<file path="config.mk">
export PLATFORM = sky130hd
export DESIGN_NAME = grid_rectangle_first_fit_allocator_top
export DESIGN_NICKNAME = d
export VERILOG_FILES = /design/src/sv/gfa_pkg.sv /design/src/sv/grid_rectangle_first_fit_allocator_top.sv
export SDC_FILE = /design/constraint.sdc
export NUM_CORES = 1
export LEC_CHECK = 0
export BUFFER_PORTS_ARGS = -buffer_cell sky130_fd_sc_hd__buf_2
export CAP_MARGIN = 20
export CORE_AREA = 5 5 219 221
export DETAILED_ROUTE_END_ITERATION = 6
export DIE_AREA = 0 0 224 226
export RECOVER_POWER = 50
export SLEW_MARGIN = 20
export SYNTH_ARGS = -nofsm -noshare
export SYNTH_HDL_FRONTEND = slang
export SYNTH_SLANG_ARGS = --single-unit
</file>
<file path="constraint.sdc">
create_clock -name clock -period 5.55 [get_ports clock]
set_input_delay 1.665 -clock clock [delete_from_list [all_inputs] [get_ports clock]]
set_output_delay 1.665 -clock clock [all_outputs]
set_load 0.03 [all_outputs]
</file>
<file path="src/sv/gfa_pkg.sv">
// Shared types and constants for the grid rectangle first-fit allocator.
// No dependencies; imported by the top level.
package gfa_pkg;

   // Request codes.
   typedef enum logic [1:0] {
      KIND_FIRST_FIT = 2'd0,
      KIND_ALLOC_AT  = 2'd1,
      KIND_FREE      = 2'd2,
      KIND_CHECK     = 2'd3
   } kind_type;

   // Fixed field widths.
   localparam int POS_W  = 4;
   localparam int SIZE_W = 5;
   localparam int CSR_W  = 5;
   localparam int CSR_IDX_W = 1;

   // Configuration register indexes.
   localparam logic [CSR_IDX_W-1:0] CSR_GRID_COLUMNS = 1'd0;
   localparam logic [CSR_IDX_W-1:0] CSR_GRID_ROWS    = 1'd1;

   // Reset values of the grid size registers.
   localparam logic [CSR_W-1:0] GRID_COLUMNS_RESET = 5'd16;
   localparam logic [CSR_W-1:0] GRID_ROWS_RESET    = 5'd16;

   // Default storage size.
   localparam int DEF_MAX_COLUMNS = 16;
   localparam int DEF_MAX_ROWS    = 16;

endpackage

</file>
<file path="src/sv/grid_rectangle_first_fit_allocator_top.sv">
// Top level of the grid rectangle first-fit allocator: occupancy memory and sequencer.
// Depends on gfa_pkg.
//
//   channel   | ports                                        | flow control
//   ----------+----------------------------------------------+----------------------------
//   request   | start, busy, req_kind/pos_x/pos_y/size_x/_y  | taken when start && !busy
//   response  | rsp_valid, rsp_ok, rsp_found_x, rsp_found_y  | one-cycle strobe, no stall
//   registers | csr_wr_en, csr_index, csr_wdata              | written on any cycle, no wait
//
// The occupancy bitmap lives in one synchronous memory of MAX_COLUMNS words, one word per
// column, one bit per row. Every column access costs one memory read; reads are issued
// back to back and the write-back of a read-modify-write comes in the cycle after its read.
// A rejected transaction answers straight from idle. Allocate-at and free go straight to
// the write phase; check scans the rectangle's columns and answers from the evaluate state.
// First-fit scans size_x columns for every candidate column tried, then marks the chosen
// rectangle in the write phase and answers, or answers when no column fits.
// Reset is synchronous and clears the per-column valid bits at once, so no clearing pass
// is needed; a word that was never written reads as all free. The receiver cannot stall,
// so each result is shown for exactly one cycle, and busy is low in that cycle.
module grid_rectangle_first_fit_allocator_top #(
   parameter int MAX_COLUMNS = gfa_pkg::DEF_MAX_COLUMNS,
   parameter int MAX_ROWS    = gfa_pkg::DEF_MAX_ROWS
) (
   input  logic                             clock,
   input  logic                             reset,
   // Request transaction.
   input  logic                             start,
   output logic                             busy,
   input  gfa_pkg::kind_type                req_kind,
   input  logic [gfa_pkg::POS_W-1:0]        req_pos_x,
   input  logic [gfa_pkg::POS_W-1:0]        req_pos_y,
   input  logic [gfa_pkg::SIZE_W-1:0]       req_size_x,
   input  logic [gfa_pkg::SIZE_W-1:0]       req_size_y,
   // Response transaction.
   output logic                             rsp_valid,
   output logic                             rsp_ok,
   output logic [gfa_pkg::POS_W-1:0]        rsp_found_x,
   output logic [gfa_pkg::POS_W-1:0]        rsp_found_y,
   // Configuration writes.
   input  logic                             csr_wr_en,
   input  logic [gfa_pkg::CSR_IDX_W-1:0]    csr_index,
   input  logic [gfa_pkg::CSR_W-1:0]        csr_wdata
);
   import gfa_pkg::*;

   // Count widths hold 0..MAX inclusive; sum widths also hold a position plus a size.
   localparam int CCW = $clog2(MAX_COLUMNS + 1);
   localparam int RCW = $clog2(MAX_ROWS + 1);
   localparam int XSW = ((CCW > SIZE_W) ? CCW : SIZE_W) + 1;
   localparam int YSW = ((RCW > SIZE_W) ? RCW : SIZE_W) + 1;
   localparam int CIW = (MAX_COLUMNS > 1) ? $clog2(MAX_COLUMNS) : 1;

   typedef enum logic [2:0] {
      ST_IDLE,
      ST_SCAN,
      ST_SCAN_WAIT,
      ST_EVAL,
      ST_WRITE,
      ST_WRITE_WAIT
   } state_type;

   // Configuration registers.
   logic [CSR_W-1:0] cols_ff;
   logic [CSR_W-1:0] rows_ff;

   // Sequencer state and request registers.
   state_type         state_ff;
   kind_type          kind_ff;
   logic [XSW-1:0]    x_ff;
   logic [YSW-1:0]    y_ff;
   logic [SIZE_W-1:0] sx_ff;
   logic [SIZE_W-1:0] sy_ff;
   logic [XSW-1:0]    rd_col_ff;
   logic [MAX_ROWS-1:0] acc_ff;

   // Response registers.
   logic                rsp_valid_ff;
   logic                rsp_ok_ff;
   logic [POS_W-1:0]    rsp_found_x_ff;
   logic [POS_W-1:0]    rsp_found_y_ff;

   // Occupancy memory, its valid bits and the read pipeline.
   logic [MAX_ROWS-1:0] mem [MAX_COLUMNS];
   logic [MAX_COLUMNS-1:0] valid_ff;
   logic [MAX_ROWS-1:0] mem_q_ff;
   logic                mem_q_valid_ff;
   logic                rd_vld_ff;
   logic [CIW-1:0]      wb_addr_ff;

   logic [XSW-1:0]      act_cols;
   logic [YSW-1:0]      act_rows;
   logic                req_fits;
   logic [MAX_ROWS-1:0] low_mask;
   logic [MAX_ROWS-1:0] write_mask;
   logic [MAX_ROWS-1:0] rd_data;
   logic [MAX_ROWS-1:0] wr_data;
   logic [MAX_ROWS-1:0] row_fit;
   logic                any_fit;
   logic [YSW-1:0]      fit_row;
   logic                check_free;
   logic [XSW-1:0]      x_last;
   logic                next_x_fits;
   logic                rd_en;
   logic [CIW-1:0]      rd_addr;
   logic                wr_en;
   logic                accept;

   // Grid sizes saturate to the storage size.
   assign act_cols = (XSW'(cols_ff) > XSW'(MAX_COLUMNS)) ? XSW'(MAX_COLUMNS) : XSW'(cols_ff);
   assign act_rows = (YSW'(rows_ff) > YSW'(MAX_ROWS)) ? YSW'(MAX_ROWS) : YSW'(rows_ff);

   assign accept = start && (state_ff == ST_IDLE);
   assign busy   = (state_ff != ST_IDLE);

   // A request is rejected outright when a size is zero or the rectangle leaves the grid.
   // First-fit only needs the rectangle to fit somewhere.
   always_comb begin
      req_fits = (req_size_x != '0) && (req_size_y != '0);
      if (req_kind == KIND_FIRST_FIT) begin
         req_fits = req_fits && (XSW'(req_size_x) <= act_cols)
                             && (YSW'(req_size_y) <= act_rows);
      end else begin
         req_fits = req_fits
                    && ((XSW'(req_pos_x) + XSW'(req_size_x)) <= act_cols)
                    && ((YSW'(req_pos_y) + YSW'(req_size_y)) <= act_rows);
      end
   end

   // Ones in the low size_y bits; shifted to the corner row it covers the rectangle.
   always_comb begin
      for (int r = 0; r < MAX_ROWS; r++) begin
         low_mask[r] = (YSW'(r) < YSW'(sy_ff));
      end
   end

   assign write_mask = low_mask << y_ff;
   assign rd_data    = mem_q_valid_ff ? mem_q_ff : '0;
   assign wr_data    = (kind_ff == KIND_FREE) ? (rd_data & ~write_mask)
                                              : (rd_data | write_mask);

   // Candidate corner rows for the union of the current columns; the lowest one wins.
   always_comb begin
      for (int y = 0; y < MAX_ROWS; y++) begin
         row_fit[y] = ((YSW'(y) + YSW'(sy_ff)) <= act_rows)
                      && (((acc_ff >> y) & low_mask) == '0);
      end
   end

   always_comb begin
      fit_row = '0;
      for (int y = MAX_ROWS - 1; y >= 0; y--) begin
         if (row_fit[y]) begin
            fit_row = YSW'(y);
         end
      end
   end

   assign any_fit     = |row_fit;
   assign check_free  = (((acc_ff >> y_ff) & low_mask) == '0);
   assign x_last      = x_ff + XSW'(sx_ff) - XSW'(1);
   assign next_x_fits = (x_ff + XSW'(1) + XSW'(sx_ff)) <= act_cols;

   assign rd_en   = (state_ff == ST_SCAN) || (state_ff == ST_WRITE);
   assign rd_addr = rd_col_ff[CIW-1:0];
   assign wr_en   = rd_vld_ff && ((state_ff == ST_WRITE) || (state_ff == ST_WRITE_WAIT));

   // Configuration registers.
   always_ff @(posedge clock) begin
      if (reset) begin
         cols_ff <= GRID_COLUMNS_RESET;
         rows_ff <= GRID_ROWS_RESET;
      end else if (csr_wr_en) begin
         unique case (csr_index)
            CSR_GRID_COLUMNS: cols_ff <= csr_wdata;
            CSR_GRID_ROWS:    rows_ff <= csr_wdata;
            default: ;
         endcase
      end
   end

   // Occupancy memory: one read port, one write port, registered read data.
   always_ff @(posedge clock) begin
      if (rd_en) begin
         mem_q_ff <= mem[rd_addr];
      end
      if (wr_en) begin
         mem[wb_addr_ff] <= wr_data;
      end
   end

   // Per-column valid bits stand in for clearing the memory at reset.
   always_ff @(posedge clock) begin
      if (reset) begin
         valid_ff       <= '0;
         mem_q_valid_ff <= 1'b0;
         rd_vld_ff      <= 1'b0;
      end else begin
         if (wr_en) begin
            valid_ff[wb_addr_ff] <= 1'b1;
         end
         if (rd_en) begin
            mem_q_valid_ff <= valid_ff[rd_addr];
         end
         rd_vld_ff <= rd_en;
      end
   end

   always_ff @(posedge clock) begin
      if (rd_en) begin
         wb_addr_ff <= rd_addr;
      end
   end

   // Sequencer. The scan phase ORs the words of size_x columns into acc_ff; the write phase
   // reads the rectangle's columns (again, for first-fit) and writes each back the cycle after.
   always_ff @(posedge clock) begin
      if (reset) begin
         state_ff       <= ST_IDLE;
         rsp_valid_ff   <= 1'b0;
         rsp_ok_ff      <= 1'b0;
         rsp_found_x_ff <= '0;
         rsp_found_y_ff <= '0;
         kind_ff        <= KIND_FIRST_FIT;
         x_ff           <= '0;
         y_ff           <= '0;
         sx_ff          <= '0;
         sy_ff          <= '0;
         rd_col_ff      <= '0;
         acc_ff         <= '0;
      end else begin
         rsp_valid_ff <= 1'b0;
         if (rd_vld_ff && ((state_ff == ST_SCAN) || (state_ff == ST_SCAN_WAIT))) begin
            acc_ff <= acc_ff | rd_data;
         end
         unique case (state_ff)
            ST_IDLE: begin
               if (accept) begin
                  kind_ff   <= req_kind;
                  sx_ff     <= req_size_x;
                  sy_ff     <= req_size_y;
                  acc_ff    <= '0;
                  if (req_kind == KIND_FIRST_FIT) begin
                     x_ff      <= '0;
                     y_ff      <= '0;
                     rd_col_ff <= '0;
                  end else begin
                     x_ff      <= XSW'(req_pos_x);
                     y_ff      <= YSW'(req_pos_y);
                     rd_col_ff <= XSW'(req_pos_x);
                  end
                  if (!req_fits) begin
                     rsp_valid_ff   <= 1'b1;
                     rsp_ok_ff      <= 1'b0;
                     rsp_found_x_ff <= '0;
                     rsp_found_y_ff <= '0;
                  end else begin
                     case (req_kind) inside
                        KIND_ALLOC_AT, KIND_FREE: state_ff <= ST_WRITE;
                        default:                  state_ff <= ST_SCAN;
                     endcase
                  end
               end
            end
            ST_SCAN: begin
               rd_col_ff <= rd_col_ff + XSW'(1);
               if (rd_col_ff == x_last) begin
                  state_ff <= ST_SCAN_WAIT;
               end
            end
            ST_SCAN_WAIT: begin
               state_ff <= ST_EVAL;
            end
            ST_EVAL: begin
               if (kind_ff == KIND_CHECK) begin
                  rsp_valid_ff   <= 1'b1;
                  rsp_ok_ff      <= check_free;
                  rsp_found_x_ff <= check_free ? x_ff[POS_W-1:0] : '0;
                  rsp_found_y_ff <= check_free ? y_ff[POS_W-1:0] : '0;
                  state_ff       <= ST_IDLE;
               end else if (any_fit) begin
                  y_ff      <= fit_row;
                  rd_col_ff <= x_ff;
                  state_ff  <= ST_WRITE;
               end else if (next_x_fits) begin
                  x_ff      <= x_ff + XSW'(1);
                  rd_col_ff <= x_ff + XSW'(1);
                  acc_ff    <= '0;
                  state_ff  <= ST_SCAN;
               end else begin
                  rsp_valid_ff   <= 1'b1;
                  rsp_ok_ff      <= 1'b0;
                  rsp_found_x_ff <= '0;
                  rsp_found_y_ff <= '0;
                  state_ff       <= ST_IDLE;
               end
            end
            ST_WRITE: begin
               rd_col_ff <= rd_col_ff + XSW'(1);
               if (rd_col_ff == x_last) begin
                  state_ff <= ST_WRITE_WAIT;
               end
            end
            ST_WRITE_WAIT: begin
               rsp_valid_ff   <= 1'b1;
               rsp_ok_ff      <= 1'b1;
               rsp_found_x_ff <= x_ff[POS_W-1:0];
               rsp_found_y_ff <= y_ff[POS_W-1:0];
               state_ff       <= ST_IDLE;
            end
            default: begin
               state_ff <= ST_IDLE;
            end
         endcase
      end
   end

   assign rsp_valid   = rsp_valid_ff;
   assign rsp_ok      = rsp_ok_ff;
   assign rsp_found_x = rsp_found_x_ff;
   assign rsp_found_y = rsp_found_y_ff;

   // A result only appears once the sequencer is back in idle.
   a_rsp_when_idle: assert property (@(posedge clock) disable iff (reset)
      rsp_valid_ff |-> (state_ff == ST_IDLE))
      else $error("response strobe while the sequencer is busy");

   // A failed transaction reports a zero corner.
   a_fail_zero_corner: assert property (@(posedge clock) disable iff (reset)
      (rsp_valid_ff && !rsp_ok_ff) |-> (rsp_found_x_ff == '0 && rsp_found_y_ff == '0))
      else $error("failed response carries a nonzero corner");

   // Memory writes happen only in the write phase and never for a check.
   a_write_phase: assert property (@(posedge clock) disable iff (reset)
      wr_en |-> (kind_ff != KIND_CHECK))
      else $error("memory written outside an allocate or free");

   // Every accepted transaction either answers at once or keeps the block busy.
   a_accept_progress: assert property (@(posedge clock) disable iff (reset)
      accept |=> (rsp_valid_ff || busy))
      else $error("accepted transaction dropped");

   // Memory accesses stay inside the active grid.
   a_read_in_grid: assert property (@(posedge clock) disable iff (reset)
      rd_en |-> (rd_col_ff < act_cols))
      else $error("column read beyond the active grid");

endmodule
</file>
Yosys cells after proc, flatten, opt, wreduce, memory -nomap -nowiden
Memories as Yosys holds them, arrays and structs flattened. A register that Yosys moved wholly into a read port is not among the register bits.
Index checks and enable logic that the tools add are counted.
{"block": "totals", "register_bits": 91, "ram_bits": 256, "in_bits": 30, "out_inout_bits": 11, "wordCells": 272, "n_memories": 1}
{"memory": "mem", "words": 16, "width": 16, "read_ports": 1, "rd_ports_with_merged_regs": 1, "write_ports": 1, "line_no": "grid_rectangle_first_fit_allocator_top.sv:83", "source": "logic [MAX_ROWS-1:0] mem [MAX_COLUMNS];"}
{"block": "op_classes", "n_addsub": 22, "magnitude_cmp": 42, "n_eq_ne": 22, "shift": 2, "muxes": 78, "bitwise_logic": 23, "n_reduce_logical": 64}
{"cell": "zero test 16 bit", "count": 17}
{"cell": "2-to-1 mux 6 bit", "count": 24}
{"cell": "2-to-1 mux 16 bit", "count": 7}
{"cell": "less-or-equal comparator 6 x 5 -> 1 bit", "count": 18}
{"cell": "adder 4 x 5 -> 6 bit (first input constant)", "count": 8}
{"cell": "bitwise AND 16 bit", "count": 3}
{"cell": "OR 16 bit", "count": 3}
{"cell": "2-to-1 mux 4 bit", "count": 11}
{"cell": "less-than comparator 4 x 5 -> 1 bit (first input constant)", "count": 8}
{"cell": "one-hot mux 16 bit (2 select lines)", "count": 1}
{"cell": "logical AND 1 bit", "count": 25}
{"cell": "adder 3 x 5 -> 6 bit (first input constant)", "count": 4}
{"cell": "one-hot mux 4 bit (3 select lines)", "count": 2}
{"cell": "one-hot mux 6 bit (2 select lines)", "count": 2}
{"cell": "2-to-1 mux 3 bit", "count": 7}
{"cell": "less-than comparator 3 x 5 -> 1 bit (first input constant)", "count": 4}
{"cell": "one-hot mux 6 bit (3 select lines)", "count": 1}
{"cell": "bitwise AND 1 x 16 -> 16 bit", "count": 1}
{"cell": "bitwise AND 10 x 16 -> 16 bit", "count": 1}
{"cell": "bitwise AND 11 x 16 -> 16 bit", "count": 1}
{"cell": "bitwise AND 12 x 16 -> 16 bit", "count": 1}
{"cell": "bitwise AND 13 x 16 -> 16 bit", "count": 1}
{"cell": "bitwise AND 14 x 16 -> 16 bit", "count": 1}
{"cell": "bitwise AND 15 x 16 -> 16 bit", "count": 1}
{"cell": "50 further kinds", "count": 101}

Depth between registers and ports, before layout
Gate-level depths: netlist (run 1).
{"block": "logic_depth", "word_depth": 23, "ltp_mapped": 19, "mapped_depth_nobuf": 16}

Least setup slack after synthesis (run 1)
No wires, ideal clock.
{"block": "synth_timing", "kind": "input port to flip-flop", "startpoint": "input req_pos_x[0] in the netlist's numbering", "endpoint": "register rsp_found_x_ff[0] (netlist: rsp_found_x[0])", "setup_ns": 0.059, "arrival_time_ns": 4.062, "required_time_ns": 5.491, "setup_slack_ns": 1.428, "cell_stages": 14, "n_path_buf": 1, "cell_sequence": "ha_1 > fa_1 > a21o_1 > a21oi_1 > xnor2_1 > ha_1 > mux2i_1 > a21oi_1 > nor3_1 > a21oi_1 > a22oi_1 > and3_1 > buf_2 > a22o_1"}
{"block": "synth_via", "elab_chain_len": 7}
{"item": "start: declaration", "line_no": "grid_rectangle_first_fit_allocator_top.sv:30", "source": "input logic [gfa_pkg::POS_W-1:0] req_pos_x,"}
{"item": "adder 4 x 5 -> 6 bit", "line_no": "grid_rectangle_first_fit_allocator_top.sv:124", "source": "&& ((XSW'(req_pos_x) + XSW'(req_size_x)) <= act_cols)"}
{"item": "less-or-equal comparator 6 x 5 -> 1 bit", "line_no": "grid_rectangle_first_fit_allocator_top.sv:124"}
{"item": "logical AND 1 bit", "line_no": "grid_rectangle_first_fit_allocator_top.sv:124"}
{"item": "logical AND 1 bit", "line_no": "grid_rectangle_first_fit_allocator_top.sv:125", "source": "&& ((YSW'(req_pos_y) + YSW'(req_size_y)) <= act_rows);"}
{"item": "2-to-1 mux 1 bit", "line_no": "grid_rectangle_first_fit_allocator_top.sv:119", "source": "if (req_kind == KIND_FIRST_FIT) begin"}
{"item": "inequality test 2 bit (no line)"}
{"item": "AND reduction 5 bit (no line)"}
{"item": "end signal: assignment", "line_no": "grid_rectangle_first_fit_allocator_top.sv:277", "source": "rsp_found_x_ff <= check_free ? x_ff[POS_W-1:0] : '0;"}
{"item": "end signal: assignment", "line_no": "grid_rectangle_first_fit_allocator_top.sv:306", "source": "rsp_found_x_ff <= x_ff[POS_W-1:0];"}
{"item": "end: declaration", "line_no": "grid_rectangle_first_fit_allocator_top.sv:79", "source": "logic [POS_W-1:0] rsp_found_x_ff;"}
Every way passes these cells.
A chain may end at the register's enable or synchronous reset.

==> impl_metrics.py, run 1 <==
metrics = {
    "setup_path": {
        "r2r_slack_ns": 1.01,
        "critPathMaxFanout": 32,
        "cp-start-kind": "flip-flop",
        "crit_required_ns": 5.83,
        "end_kind": "flip-flop",
        "crit_arrival_ns": 4.82,
        "critPathKind": "flip-flop to flip-flop",
    },
    "logic_synthesis": {
        "synth.cells.most_frequent": "276 x edfxtp_1, 131 x nand2_1, 128 x a21oi_1",
        "yosysSeqAreaShare_pct": 49.18,
        "synth_xor_area_share_pct": 2.199,
        "yosys.area_share.simple_pct": 10.88,
        "synth_area_leaders": "edfxtp_1 41%, mux4_2 10%, dfxtp_1 8.4%",
        "syn_area_mm2": 0.02031,
        "ys.flop_type": "edfxtp_1",
        "synth.most_common_cell": "edfxtp_1",
        "synth_mux_area_share_pct": 11.92,
        "syn-num-nets": 1879,
        "yosys.area.top_type": "edfxtp_1",
        "synthDistinctLibCells": 93,
        "synth_top_family_by_area": "compound AO/OA/AOI/OAI gates",
        "synth_fa_ha_area_share_pct": 7.392,
        "yosysTopAreaCellShare_pct": 40.81,
        "synth_compound_area_share_pct": 14.48,
        "synth_edf_count": 276,
        "synthArstFlopShare_pct": 0,
        "ys_seq_elements": 361,
        "synth_cells": 1732,
        "ys_warn_count": 0,
        "syn_area_per_cell_um2": 11.73,
    },
    "die": {
        "die-width_um": 224,
        "die-area_mm2": 0.05062,
        "fp-row-count": 79,
        "ios": 41,
        "die_h_um": 226,
        "core-area_mm2": 0.04596,
        "initial_core_util_pct": 44.19,
    },
    "final_layout": {
        "syn2layout_area_growth_pct": 9.955,
        "multi_input_area_mm2": 0.009579,
        "fin_nets": 1901,
        "seq_area_mm2": 0.009995,
        "antennaDiodeCount": 0,
        "drive_gt1_share_pct": 14.77,
        "nFillCells": 4109,
    },
    "clock_network": {
        "root_buffer": "clkbuf_16",
        "cts_tree": "yes",
        "holdBufCountCts": 0,
        "clk_latency_ns": 0.55,
        "post_cts_buffers": 0,
        "cts-buffers-inserted": 40,
        "cts_sinks": 361,
        "cts_max_path_buffers": 3,
        "h-tree-depth": 2,
        "clkTransAtPathRegs_ns": 0.06,
        "cts_resized": 0,
    },
    "place": {
        "place_hpwl_um": 37820,
        "gp_routability_congestion": 0.9474,
        "io_buffers": 40,
    },
    "timing": {
        "holdWs_ns": 0.4648,
        "fin_skew_ns": 0.02105,
        "finalHoldViolCount": 0,
        "max_freq_ghz": 0.2203,
        "rsz0062_at_grt": "no",
        "fin_crit_ns": 4.539,
        "max_slew.worst_pin.slew_ns": 2.658,
        "final_max_slew_viol_count": 290,
        "relSlewSlack_pct": -77.22,
        "finalSetupTns_ns": 0,
        "period_share_pct": 81.78,
        "final-setup-viol-count": 0,
    },
    "min_path": {
        "hold_path.class": "flip-flop to flip-flop",
    },
    "global_routing": {
        "grtUsageMet3_pct": 3.627,
        "antenna_found_initial": 0,
        "grt_max_degree": 70,
        "track_usage_pct": 22.34,
        "grt_use_met1_pct": 30.71,
        "busiest_layer": "met2",
        "grt_pass1_vias": 14610,
        "gr-total-overflow": 0,
        "grt_util_met2_pct": 36.70,
        "grt_pass1_wl_um": 88100,
    },
    "detailed_routing": {
        "dr.pass1.iters": 7,
        "vias": 14760,
        "remaining_drc_errors": 0,
        "wirelength_um": 57090,
        "ant_nets": 0,
        "wl_per_cell_um": 23.91,
        "vias_per_cell": 6.179,
        "drt_iter0_drc": 1356,
    },
    "pwr": {
        "p_leak_nw": 7.726,
        "ir_drop_v": 0.0003795,
        "powerDensity_mw_per_mm2": 448.1,
    },
    "run_status": {
        "failed_checks": "max-capacitance violations, max-slew violations",
        "status": "complete, but fails checks",
    },
    "run": {
        "drv_cap": 12,
    },
}
## stage by stage
step | utilization [%] | setup WS, ns | power [mW] | area (um2) | std cells
6_report | 48.59 | 1.011 | 10.01 | 22330 | 2388
5_1_grt | 48.59 | 0.4258 | 10.57 | 22330 | 2388
4_1_cts | 48.81 | 1.209 | 10.04 | 22440 | 2388
3_5_place_dp | 46.24 | 0.9538 | 7.592 | 21250 | 2319
3_3_place_gp | 46.24 | 1.009 | 7.517 | 21250 | 2319
2_1_floorplan | - | 1.428 | 6.462 | 20310 | 1732
## registers in the layout (all words and copies together), names as in the netlist
register and cells:
mem 256, acc_ff 16, mem_q_ff 16, valid_ff 16, rd_col_ff 6, x_ff 6, cols_ff 5, rows_ff 5
sx_ff 5, sy_ff 5, rsp_found_x 4, rsp_found_y 4, wb_addr_ff 4, y_ff 4, state_ff 3, kind_ff 2
mem_q_valid_ff 1, rd_vld_ff 1, rsp_ok 1, rsp_valid 1
## area by class of cell
class	count	share of cell area, %
sequential	361	44.75
multi-input combinational	1181	42.89
clock buffer	58	4.874
tap	607	3.401
timing repair buffer	96	2.415
inverter	74	1.244
clock inverter	11	0.4202
## cells by family (layout without fill, tap and decap cells)
logic type / count (synthesis) / count (layout)
muxes: 124 / 124
DFF: 361 / 361
AOI/OAI and AO/OA: 437 / 437
buffers and inverters: 190 / 239
adders and majority gates: 117 / 117
and+or+nand+nor: 452 / 452
xor gates and xnor gates: 51 / 51
## worst max-delay path, stage by stage (launching register included)
cell and delay [ns]:
dfxtp_1 1.67, clkbuf_1 1.38, mux4_2 0.67, mux4_2 0.51
## final timing paths
check,start,endpoint,depth (start not counted)
worst max-delay path,rd_col_ff[0]$_SDFFE_PP0P_,mem_q_ff[5]$_DFFE_PP_,3
worst min-delay path,rows_ff[2]$_SDFFE_PP0P_,rows_ff[2]$_SDFFE_PP0P_,2
worst max register to register,rd_col_ff[0]$_SDFFE_PP0P_,mem_q_ff[5]$_DFFE_PP_,3
worst min register to register,rows_ff[2]$_SDFFE_PP0P_,rows_ff[2]$_SDFFE_PP0P_,2
## report_power, final
group	total (mW)	leakage, nW	internal (mW)	switching, mW
clock network	2.43	0.574	1.41	1.03
logic	3.77	3.93	1.45	2.32
registers	3.80	3.22	3.56	0.236
## layout by cell type (no fill, tap or decap), types with 16 or more instances in the layout
master / instances
nand2_1: 131
o21ai_0: 63
xnor2_1: 41
mux2i_1: 24
ha_1: 112
a31oi_1: 21
nand3_1: 48
nor2_1: 115
edfxtp_1: 276
buf_2: 28
mux4_2: 94
a211oi_1: 21
clkbuf_1: 45
dfxtp_1: 83
clkbuf_16: 40
inv_1: 71
a21oi_1: 126
nor2_2: 16
buf_4: 38
nand2b_1: 21
nor2b_1: 26
nor3_1: 25
a21o_1: 19
## routing by layer
metal | up-vias | part of all wire (%)
li1 | 6712 | -
met1 | 7355 | 43
met2 | 575 | 48
met3 | 113 | 6.1
met4 | 0 | 2.8
met5 | - | 0
No activity file was read; power rests on OpenSTA's default activity.
==> run 2: changes to the inputs <==
==> constraint.sdc (replaced) <==
create_clock -name clock -period 4 [get_ports clock]
set_input_delay 1.2 -clock clock [delete_from_list [all_inputs] [get_ports clock]]
set_output_delay 1.2 -clock clock [all_outputs]
set_load 0.03 [all_outputs]
==> impl_metrics.py, run 2 (synthesized netlist as in run 1, its figures left out) <==
metrics = {
    "pwr": {
        "p_total_mw": 14.28,
        "powerDensity_mw_per_mm2": 625.2,
        "ir_drop_v": 0.0004431,
        "p_leak_nw": 8.035,
    },
    "timing": {
        "fin_skew_ns": 0.02416,
        "rsz0062_at_grt": "no",
        "fin_crit_ns": 3.835,
        "final_max_slew_viol_count": 305,
        "finalHoldViolCount": 0,
        "period_share_pct": 95.88,
        "max_slew.worst_pin.slew_ns": 2.240,
        "max_freq_ghz": 0.2607,
        "final-setup-viol-count": 0,
        "setup_slack_ns": 0.1647,
        "finalSetupTns_ns": 0,
        "relSlewSlack_pct": -49.54,
        "holdWs_ns": 0.4645,
    },
    "setup_path": {
        "crit_arrival_ns": 4.32,
        "r2r_slack_ns": 0.16,
        "crit_required_ns": 4.48,
        "critPathMaxFanout": 17,
        "cp-start-kind": "flip-flop",
        "ff2ff_path_depth": 10,
        "timing.rr.end": "x_ff[4]$_SDFFE_PP0P_",
        "timing.rr.start": "sy_ff[3]$_SDFFE_PP0P_",
        "critPathKind": "flip-flop to flip-flop",
        "end_kind": "flip-flop",
    },
    "place": {
        "io_buffers": 40,
        "dpl.cell_count": 2370,
        "dp_slack_ns": -0.06161,
        "gp_routability_congestion": 0.9475,
        "place_hpwl_um": 39700,
        "place_area_mm2": 0.02169,
    },
    "clock_network": {
        "holdBufCountCts": 0,
        "cts_max_path_buffers": 3,
        "cts-buffers-inserted": 40,
        "clk_latency_ns": 0.56,
        "cts_tree": "yes",
        "cts_sinks": 361,
        "root_buffer": "clkbuf_16",
        "clkTransAtPathRegs_ns": 0.06,
        "h-tree-depth": 2,
    },
    "run_status": {
        "failed_checks": "max-capacitance violations, max-slew violations",
        "status": "complete, but fails checks",
    },
    "min_path": {
        "worstHoldEndpoint": "rows_ff[3]$_SDFFE_PP0P_",
        "hold_path.class": "flip-flop to flip-flop",
        "hold_depth": 2,
        "holdCritStartpoint": "rows_ff[3]$_SDFFE_PP0P_",
    },
    "detailed_routing": {
        "dr.pass1.iters": 6,
        "vias": 15100,
        "wirelength_um": 58750,
        "drt_iter0_drc": 1596,
        "vias_per_cell": 6.180,
        "ant_nets": 0,
        "wl_per_cell_um": 24.05,
        "remaining_drc_errors": 0,
    },
    "die": {
        "die-area_mm2": 0.05062,
        "fp-row-count": 79,
        "die_h_um": 226,
        "ios": 41,
        "initial_core_util_pct": 44.19,
        "die-width_um": 224,
        "core-area_mm2": 0.04596,
    },
    "global_routing": {
        "grt_pass1_vias": 14910,
        "grt_pass1_wl_um": 89920,
        "gr-total-overflow": 0,
        "antenna_found_initial": 1,
        "grt_max_degree": 36,
        "track_usage_pct": 22.84,
    },
    "final_layout": {
        "mostFrequentLayoutCells": "276 x edfxtp_1, 131 x nand2_1, 126 x a21oi_1",
        "syn2layout_area_growth_pct": 12.49,
        "top_register": "mem",
        "fin_cells": 2443,
        "final_util_pct": 49.71,
        "final_area_mm2": 0.02285,
        "layout_commonest_cell": "edfxtp_1",
        "largest_register_ff_count": 256,
        "fin_nets": 1954,
        "drive_gt1_share_pct": 17.60,
    },
    "run": {
        "drv_cap": 14,
    },
}
==> run 2: final cells by class <==
cell class / instances / area, um2
antenna: 1 / 2.502
clock buffer: 49 / 1065
clock inverter: 21 / 173.9
fill: 4110 / 23120
inverter: 74 / 277.8
multi-input combinational: 1181 / 9585
sequential: 361 / 9991
tap: 607 / 759.5
timing repair buffer: 149 / 992.2
==> run 2: what timing repair did <==
item / 4_1_cts / 5_1_grt
resized for setup: 1 / 7
setup buffers: 0 / 1
pin swaps: 0 / 1
endpoints found under the hold margin: 0 / 0
setup endpoints to repair: 1 / 27
==> run 2: worst max-delay path, cell delays in order (launching register included) <==
cell       delay, ns
dfxtp_1         0.43
ha_1            0.57
nand2b_1        0.29
a211oi_1        0.29
o2bb2ai_1       0.10
nor4_1          0.44
or4b_4          0.55
and4_1          0.32
a31oi_4         0.28
nand2_4         0.23
o21ai_0         0.24
==> run 2: power breakdown <==
part	internal [mW]	switching [mW]	total [mW]
clock	2.02	1.47	3.49
sequential	4.94	0.399	5.34
combinational	2.24	3.22	5.45
total	9.20	5.09	14.3
==> run 2: metal layers <==
metal | routed length, um | part of all wire, % | track usage (%) | vias to the layer above
met5 | 0 | 0 | 0 | -
met4 | 1600 | 2.7 | 6.937 | 0
met3 | 3642 | 6.2 | 3.601 | 124
met2 | 28270 | 48 | 38.18 | 592
met1 | 25230 | 43 | 30.98 | 7588
li1 | - | - | - | 6793
==> run 2: worst max path at each step <==
stage | startpoint | end | slack (ns) | cells after the start
detailed placement | req_pos_x[0] | rsp_found_x[2]$_SDFFE_PP0P_ | -0.06 | 14
CTS | sy_ff[2]$_SDFFE_PP0P_ | y_ff[2]$_SDFFE_PP0P_ | 0.06 | 15
floorplan | sy_ff[3]$_SDFFE_PP0P_ | rsp_found_x[0]$_SDFFE_PP0P_ | 0.14 | 18
global route | sy_ff[0]$_SDFFE_PP0P_ | rsp_found_x[0]$_SDFFE_PP0P_ | 0.003 | 13
global placement | sy_ff[2]$_SDFFE_PP0P_ | y_ff[2]$_SDFFE_PP0P_ | -0.07 | 15
finish | sy_ff[3]$_SDFFE_PP0P_ | x_ff[4]$_SDFFE_PP0P_ | 0.16 | 10
